**src/gtp_pkg.sv**
```systemverilog
// Package of the go-to-point steering block: widths, tables, command types.
// No dependencies.
package gtp_pkg;

  localparam int CORDIC_STEPS = 16;
  localparam int CNT_W = (CORDIC_STEPS > 16) ? 5 : 4;
  localparam int CW = 28;            // CORDIC x/y width
  localparam int ZW = 25;            // CORDIC angle width, Q20
  localparam int CFG_IDX_W = 4;
  localparam int CFG_DAT_W = 16;

  localparam logic [CFG_IDX_W-1:0] REG_STOP_DISTANCE  = CFG_IDX_W'(0);
  localparam logic [CFG_IDX_W-1:0] REG_MAX_ADVANCE    = CFG_IDX_W'(1);
  localparam logic [CFG_IDX_W-1:0] REG_TURN_THRESHOLD = CFG_IDX_W'(2);
  localparam logic [CFG_IDX_W-1:0] REG_SLOW_DISTANCE  = CFG_IDX_W'(3);

  localparam logic signed [ZW-1:0] PI_Q20 = ZW'(3294199);
  localparam logic signed [17:0] PI_Q12 = 18'sd12868;
  localparam logic signed [17:0] TWO_PI_Q12 = 18'sd25736;
  localparam logic [23:0] INV_K_Q24 = 24'd10188014;
  localparam logic [19:0] LOG2_10X4_Q16 = 20'd870824;

  localparam logic [19:0] ATAN_Q20 [24] = '{
    20'd823550, 20'd486170, 20'd256879, 20'd130396, 20'd65451, 20'd32757,
    20'd16383, 20'd8192, 20'd4096, 20'd2048, 20'd1024, 20'd512, 20'd256,
    20'd128, 20'd64, 20'd32, 20'd16, 20'd8, 20'd4, 20'd2, 20'd1, 20'd0,
    20'd0, 20'd0
  };

  localparam logic [29:0] POW2_FRAC_Q30 [12] = '{
    30'd759250125, 30'd902905651, 30'd984625594, 30'd1028218693,
    30'd1050733751, 30'd1062175491, 30'd1067942999, 30'd1070838486,
    30'd1072289172, 30'd1073015252, 30'd1073378477, 30'd1073560135
  };

  typedef enum logic [1:0] {
    RES_ZERO,
    RES_ARRIVE,
    RES_ROTATE,
    RES_ADVANCE
  } res_kind_e;

  typedef struct packed {
    logic       accept;
    logic       cordic_step;
    logic       post;
    logic       decide;
    logic       tmul;
    logic       tload;
    logic       frac_step;
    logic       num;
    logic       rnd;
    logic       div_step;
    logic       load_out;
    res_kind_e  kind;
    logic [CNT_W-1:0] cnt;
  } cmd_t;

  typedef struct packed {
    logic arrive;
    logic rotate;
    logic ramp;
  } sts_t;

endpackage

```
**src/gtp_ctrl.sv**
```systemverilog
// Controller: sequences one item through the datapath and owns armed state
// and the result valid flag. Depends on gtp_pkg.
module gtp_ctrl (
  input  logic           clk_i,
  input  logic           rst_ni,
  input  logic           in_valid_i,
  input  logic           in_opcode_i,
  output logic           in_ready_o,
  output logic           out_valid_o,
  input  logic           out_ready_i,
  input  gtp_pkg::sts_t  sts_i,
  output gtp_pkg::cmd_t  cmd_o
);
  import gtp_pkg::*;

  localparam logic [3:0] S_IDLE  = 4'd0;
  localparam logic [3:0] S_CORD  = 4'd1;
  localparam logic [3:0] S_POST  = 4'd2;
  localparam logic [3:0] S_DEC   = 4'd3;
  localparam logic [3:0] S_TMUL  = 4'd4;
  localparam logic [3:0] S_TLOAD = 4'd5;
  localparam logic [3:0] S_FRAC  = 4'd6;
  localparam logic [3:0] S_NUM   = 4'd7;
  localparam logic [3:0] S_RND   = 4'd8;
  localparam logic [3:0] S_DIV   = 4'd9;
  localparam logic [3:0] S_DONE  = 4'd10;

  logic [3:0] state_q, state_d;
  logic [CNT_W-1:0] cnt_q, cnt_d;
  res_kind_e kind_q, kind_d;
  logic armed_q, armed_d;
  logic out_valid_q, out_valid_d;

  always_comb begin
    state_d = state_q;
    cnt_d = cnt_q;
    kind_d = kind_q;
    armed_d = armed_q;
    cmd_o = '0;
    cmd_o.cnt = cnt_q;
    cmd_o.kind = kind_q;
    in_ready_o = state_q == S_IDLE;
    case (state_q)
      S_IDLE: begin
        if (in_valid_i) begin
          cmd_o.accept = 1'b1;
          kind_d = RES_ZERO;
          cnt_d = '0;
          if (!in_opcode_i) begin
            armed_d = 1'b1;
            state_d = S_DONE;
          end else if (!armed_q) begin
            state_d = S_DONE;
          end else begin
            state_d = S_CORD;
          end
        end
      end
      S_CORD: begin
        cmd_o.cordic_step = 1'b1;
        cnt_d = cnt_q + 1'b1;
        if (cnt_q == CNT_W'(CORDIC_STEPS - 1)) state_d = S_POST;
      end
      S_POST: begin
        cmd_o.post = 1'b1;
        state_d = S_DEC;
      end
      S_DEC: begin
        cmd_o.decide = 1'b1;
        if (sts_i.arrive) begin
          armed_d = 1'b0;
          kind_d = RES_ARRIVE;
          state_d = S_DONE;
        end else if (sts_i.rotate) begin
          kind_d = RES_ROTATE;
          state_d = S_DONE;
        end else begin
          kind_d = RES_ADVANCE;
          state_d = S_TMUL;
        end
      end
      S_TMUL: begin
        cmd_o.tmul = 1'b1;
        state_d = S_TLOAD;
      end
      S_TLOAD: begin
        cmd_o.tload = 1'b1;
        cnt_d = '0;
        state_d = S_FRAC;
      end
      S_FRAC: begin
        cmd_o.frac_step = 1'b1;
        cnt_d = cnt_q + 1'b1;
        if (cnt_q == CNT_W'(11)) state_d = S_NUM;
      end
      S_NUM: begin
        cmd_o.num = 1'b1;
        state_d = S_RND;
      end
      S_RND: begin
        cmd_o.rnd = 1'b1;
        cnt_d = CNT_W'(11);
        state_d = sts_i.ramp ? S_DIV : S_DONE;
      end
      S_DIV: begin
        cmd_o.div_step = 1'b1;
        cnt_d = cnt_q - 1'b1;
        if (cnt_q == '0) state_d = S_DONE;
      end
      S_DONE: begin
        if (!out_valid_q || out_ready_i) begin
          cmd_o.load_out = 1'b1;
          state_d = S_IDLE;
        end
      end
      default: state_d = S_IDLE;
    endcase
    out_valid_d = cmd_o.load_out ? 1'b1 : (out_ready_i ? 1'b0 : out_valid_q);
  end

  assign out_valid_o = out_valid_q;

  always_ff @(posedge clk_i or negedge rst_ni) begin
    if (!rst_ni) begin
      state_q <= S_IDLE;
      cnt_q <= '0;
      kind_q <= RES_ZERO;
      armed_q <= 1'b0;
      out_valid_q <= 1'b0;
    end else begin
      state_q <= state_d;
      cnt_q <= cnt_d;
      kind_q <= kind_d;
      armed_q <= armed_d;
      out_valid_q <= out_valid_d;
    end
  end

endmodule

```
**config.mk**
```make
export PLATFORM = sky130hd
export DESIGN_NAME = gtp_ctrl
export DESIGN_NICKNAME = d
export VERILOG_FILES = /design/src/gtp_pkg.sv /design/src/gtp_ctrl.sv
export SDC_FILE = /design/constraint.sdc
export NUM_CORES = 1
export LEC_CHECK = 0
export BUFFER_PORTS_ARGS = -buffer_cell sky130_fd_sc_hd__buf_2
export CORE_AREA = 5 5 50 52
export CTS_CLUSTER_DIAMETER = 120
export DETAILED_ROUTE_END_ITERATION = 8
export DIE_AREA = 0 0 55 57
export HOLD_SLACK_MARGIN = 0.05
export PLACE_DENSITY_LB_ADDON = 0.05
export SYNTH_ARGS = -nofsm -noshare
export SYNTH_HDL_FRONTEND = slang
export SYNTH_SLANG_ARGS = --single-unit
```
**constraint.sdc**
```tcl
create_clock -name clk_i -period 2.2 [get_ports clk_i]
set_input_delay 0.11 -clock clk_i [delete_from_list [all_inputs] [get_ports clk_i]]
set_output_delay 0.11 -clock clk_i [all_outputs]
set_load 0.01 [all_outputs]
```
==> impl_metrics.env <==
export IMPL_outcome="completed"
export IMPL_synthCells=118
export IMPL_dp_cells=168
export IMPL_grt_max_degree=21
export IMPL_synth_warnings=0
export IMPL_endpoint="cnt_q[3]$_DFFE_PN0P_"
export IMPL_final_cell_mix="26 x buf_2, 16 x nor2_1, 12 x dfrtp_1"
export IMPL_finalHoldViolations=0
export IMPL_grt_usage=0.170
export IMPL_synth_edf_count=0
export IMPL_final_nets=159
export IMPL_finalWirelength_um=2420
export IMPL_dp_hpwl_um=1840
export IMPL_clk_latency_ns=0.28
export IMPL_grt_pass1_wl_um=4010
export IMPL_max_cap_violations=0
export IMPL_final_instance_count_excl_fill=175
export IMPL_drive_above_1_share=0.272
export IMPL_root_buffer="clkbuf_4"
export IMPL_ys_ff_latch=12
export IMPL_antenna_found_initial=0
export IMPL_die_h_um=57
export IMPL_worstSetupStartpoint="state_q[2]$_DFFE_PN0P_"
export IMPL_cts_max_level=1
export IMPL_first_global_vias=906
export IMPL_period_minus_slack_ns=1.97
export IMPL_worstPathArrival_ns=2.15
export IMPL_drc=0
export IMPL_relSlewSlack=0.719
export IMPL_irDropWorstVdd_mv=0.661
export IMPL_cts_buffers=3
export IMPL_required_ns=2.38
export IMPL_viasPerCell=5.43
export IMPL_start_util=0.463
export IMPL_synth_area_um2=955
export IMPL_period_share=0.894
export IMPL_synth_cell_types=37
export IMPL_drtIter0Drc=16
export IMPL_clk_pin_slew_ns=0.09
export IMPL_async_flop_share=1.00
export IMPL_fmax_ghz=0.508
export IMPL_final_util=0.572
export IMPL_routabilityCongestion=0.821
export IMPL_reg2regPathDepth=8
export IMPL_syn_avg_cell_area_um2=8.09
export IMPL_fin_worst_skew_ns=0.00901
export IMPL_die_area_um2=3140
export IMPL_reg2reg_from="state_q[2]$_DFFE_PN0P_"
export IMPL_max_clock_path_buffers=2
export IMPL_finalPower_mw=1.70
export IMPL_synthFlopType="dfrtp_1"
export IMPL_leakagePower_nw=0.601
export IMPL_hold_class="input port to flip-flop"
export IMPL_placementRows=17
export IMPL_clkSinkCount=12
export IMPL_final_max_slew_viol_count=0
export IMPL_setup_violations=0
export IMPL_rsz0062_at_grt="no"
export IMPL_postCtsSetupBuffers=0
export IMPL_final_common_cell="buf_2"
export IMPL_coreArea_um2=2060
export IMPL_area_delta_synth_final_pct=23.6
export IMPL_dr_pass1_iters=4
export IMPL_antenna_left=0
export IMPL_io_buffers=26
export IMPL_io_pins=27
export IMPL_cp_max_fo=4
export IMPL_vias=950
export IMPL_regToRegEndpoint="cnt_q[3]$_DFFE_PN0P_"
export IMPL_critPathKind="flip-flop to flip-flop"
export IMPL_fin_setup_tns_ns=0
export IMPL_place_ws_ns=0.227
export IMPL_fp_dieW_um=55
export IMPL_n_antenna_cell=0
export IMPL_powerDensity_nw_per_um2=1440
export IMPL_end_kind="flip-flop"
export IMPL_min_path_cells=3
export IMPL_hold_buffers=3
export IMPL_seq_area_frac_synth=0.315
export IMPL_cts_resized=0
export IMPL_synth_nets=129
export IMPL_wl_per_cell_um=13.8
export IMPL_grt_remaining_overflow=0
export IMPL_worst_pin_slew_ns=0.419
export IMPL_critPathLaunchType="flip-flop"
export IMPL_cts_tree="yes"
export IMPL_fin_ws_ns=0.232
export IMPL_r2r_setup_slack_ns=0.23
[registers in the layout, summed over array words and instances, names as in the netlist]
signal and count:
state_q 4, out_valid_o 1, cnt_q 4, kind_q 2, armed_q 1
[worst max-delay path, cell delays in order (launching register included)]
cell	delay, ns
dfrtp_1	0.38
nand4bb_1	0.27
inv_1	0.19
ha_1	0.26
a21o_1	0.18
a21oi_1	0.16
xnor2_1	0.16
o22ai_1	0.09
a21o_1	0.19
[cell usage after synthesis, types with 2 or more instances]
cell / count / share of area
nand2b_1: 4 / 0.026
nand2_1: 8 / 0.031
mux2i_1: 2 / 0.021
a211oi_1: 2 / 0.016
o22ai_1: 3 / 0.020
inv_1: 8 / 0.031
dfrtp_1: 12 / 0.31
clkbuf_1: 3 / 0.012
nor3_1: 8 / 0.042
o21ai_0: 4 / 0.021
nand4bb_1: 2 / 0.024
nor2_1: 16 / 0.063
buf_2: 5 / 0.026
a31oi_1: 2 / 0.013
ha_1: 2 / 0.026
a21o_1: 3 / 0.024
nor3b_1: 2 / 0.016
o31ai_1: 2 / 0.016
nor2b_1: 2 / 0.013
a21oi_1: 11 / 0.058
[power by group]
group / leakage (nW) / switching, mW / internal (mW)
sequential: 0.146 / 0.0909 / 0.322
clock: 0.0210 / 0.0855 / 0.101
combinational: 0.433 / 0.631 / 0.471
[routing by layer]
metal	GRT usage	vias up	wire, um
met5	0	-	0
met4	0.0521	0	8
met3	0.0235	2	100
met2	0.282	18	1230
met1	0.225	454	1080
li1	-	476	-
[through the flow]
step / cell area (um2) / hold slack [ns]
final: 1180 / 0.126
after global routing: 1180 / 0.159
after CTS: 1180 / 0.125
after detailed placement: 1110 / 0.0153
after global placement: 1110 / 0.0121
after floorplan: 955 / -0.186
[cell type report]
class,instances,area [um2]
clock buffers,4,36.3
fillers,206,883
inverters,8,30.0
multi-input cells,89,581
flip-flops and latches,12,300
well taps,28,35.0
repair buffers,34,198
[logic make-up (layout without fill, tap and decap cells)]
| family | count (synthesis) | after routing | synth area share |
|---|---|---|---|
| DFF | 12 | 12 | 0.315 |
| adders and majority gates | 3 | 3 | 0.0472 |
| and+or+nand+nor | 52 | 52 | 0.326 |
| buffers and inverters | 17 | 46 | 0.0773 |
| AOI/OAI and AO/OA | 29 | 29 | 0.183 |
| xor gates and xnor gates | 2 | 2 | 0.0184 |
| muxes | 3 | 3 | 0.0328 |
[how the worst min path moves through the flow]
stage | startpoint | endpoint
6_report | out_ready_i | out_valid_o$_DFFE_PN0P_
5_1_grt | out_ready_i | out_valid_o$_DFFE_PN0P_
4_1_cts | out_ready_i | out_valid_o$_DFFE_PN0P_
3_5_place_dp | rst_ni | armed_q$_DFFE_PN0P_
3_3_place_gp | rst_ni | armed_q$_DFFE_PN0P_
2_1_floorplan | rst_ni | armed_q$_DFFE_PN0P_
No activity file was read; power rests on OpenSTA's default activity.
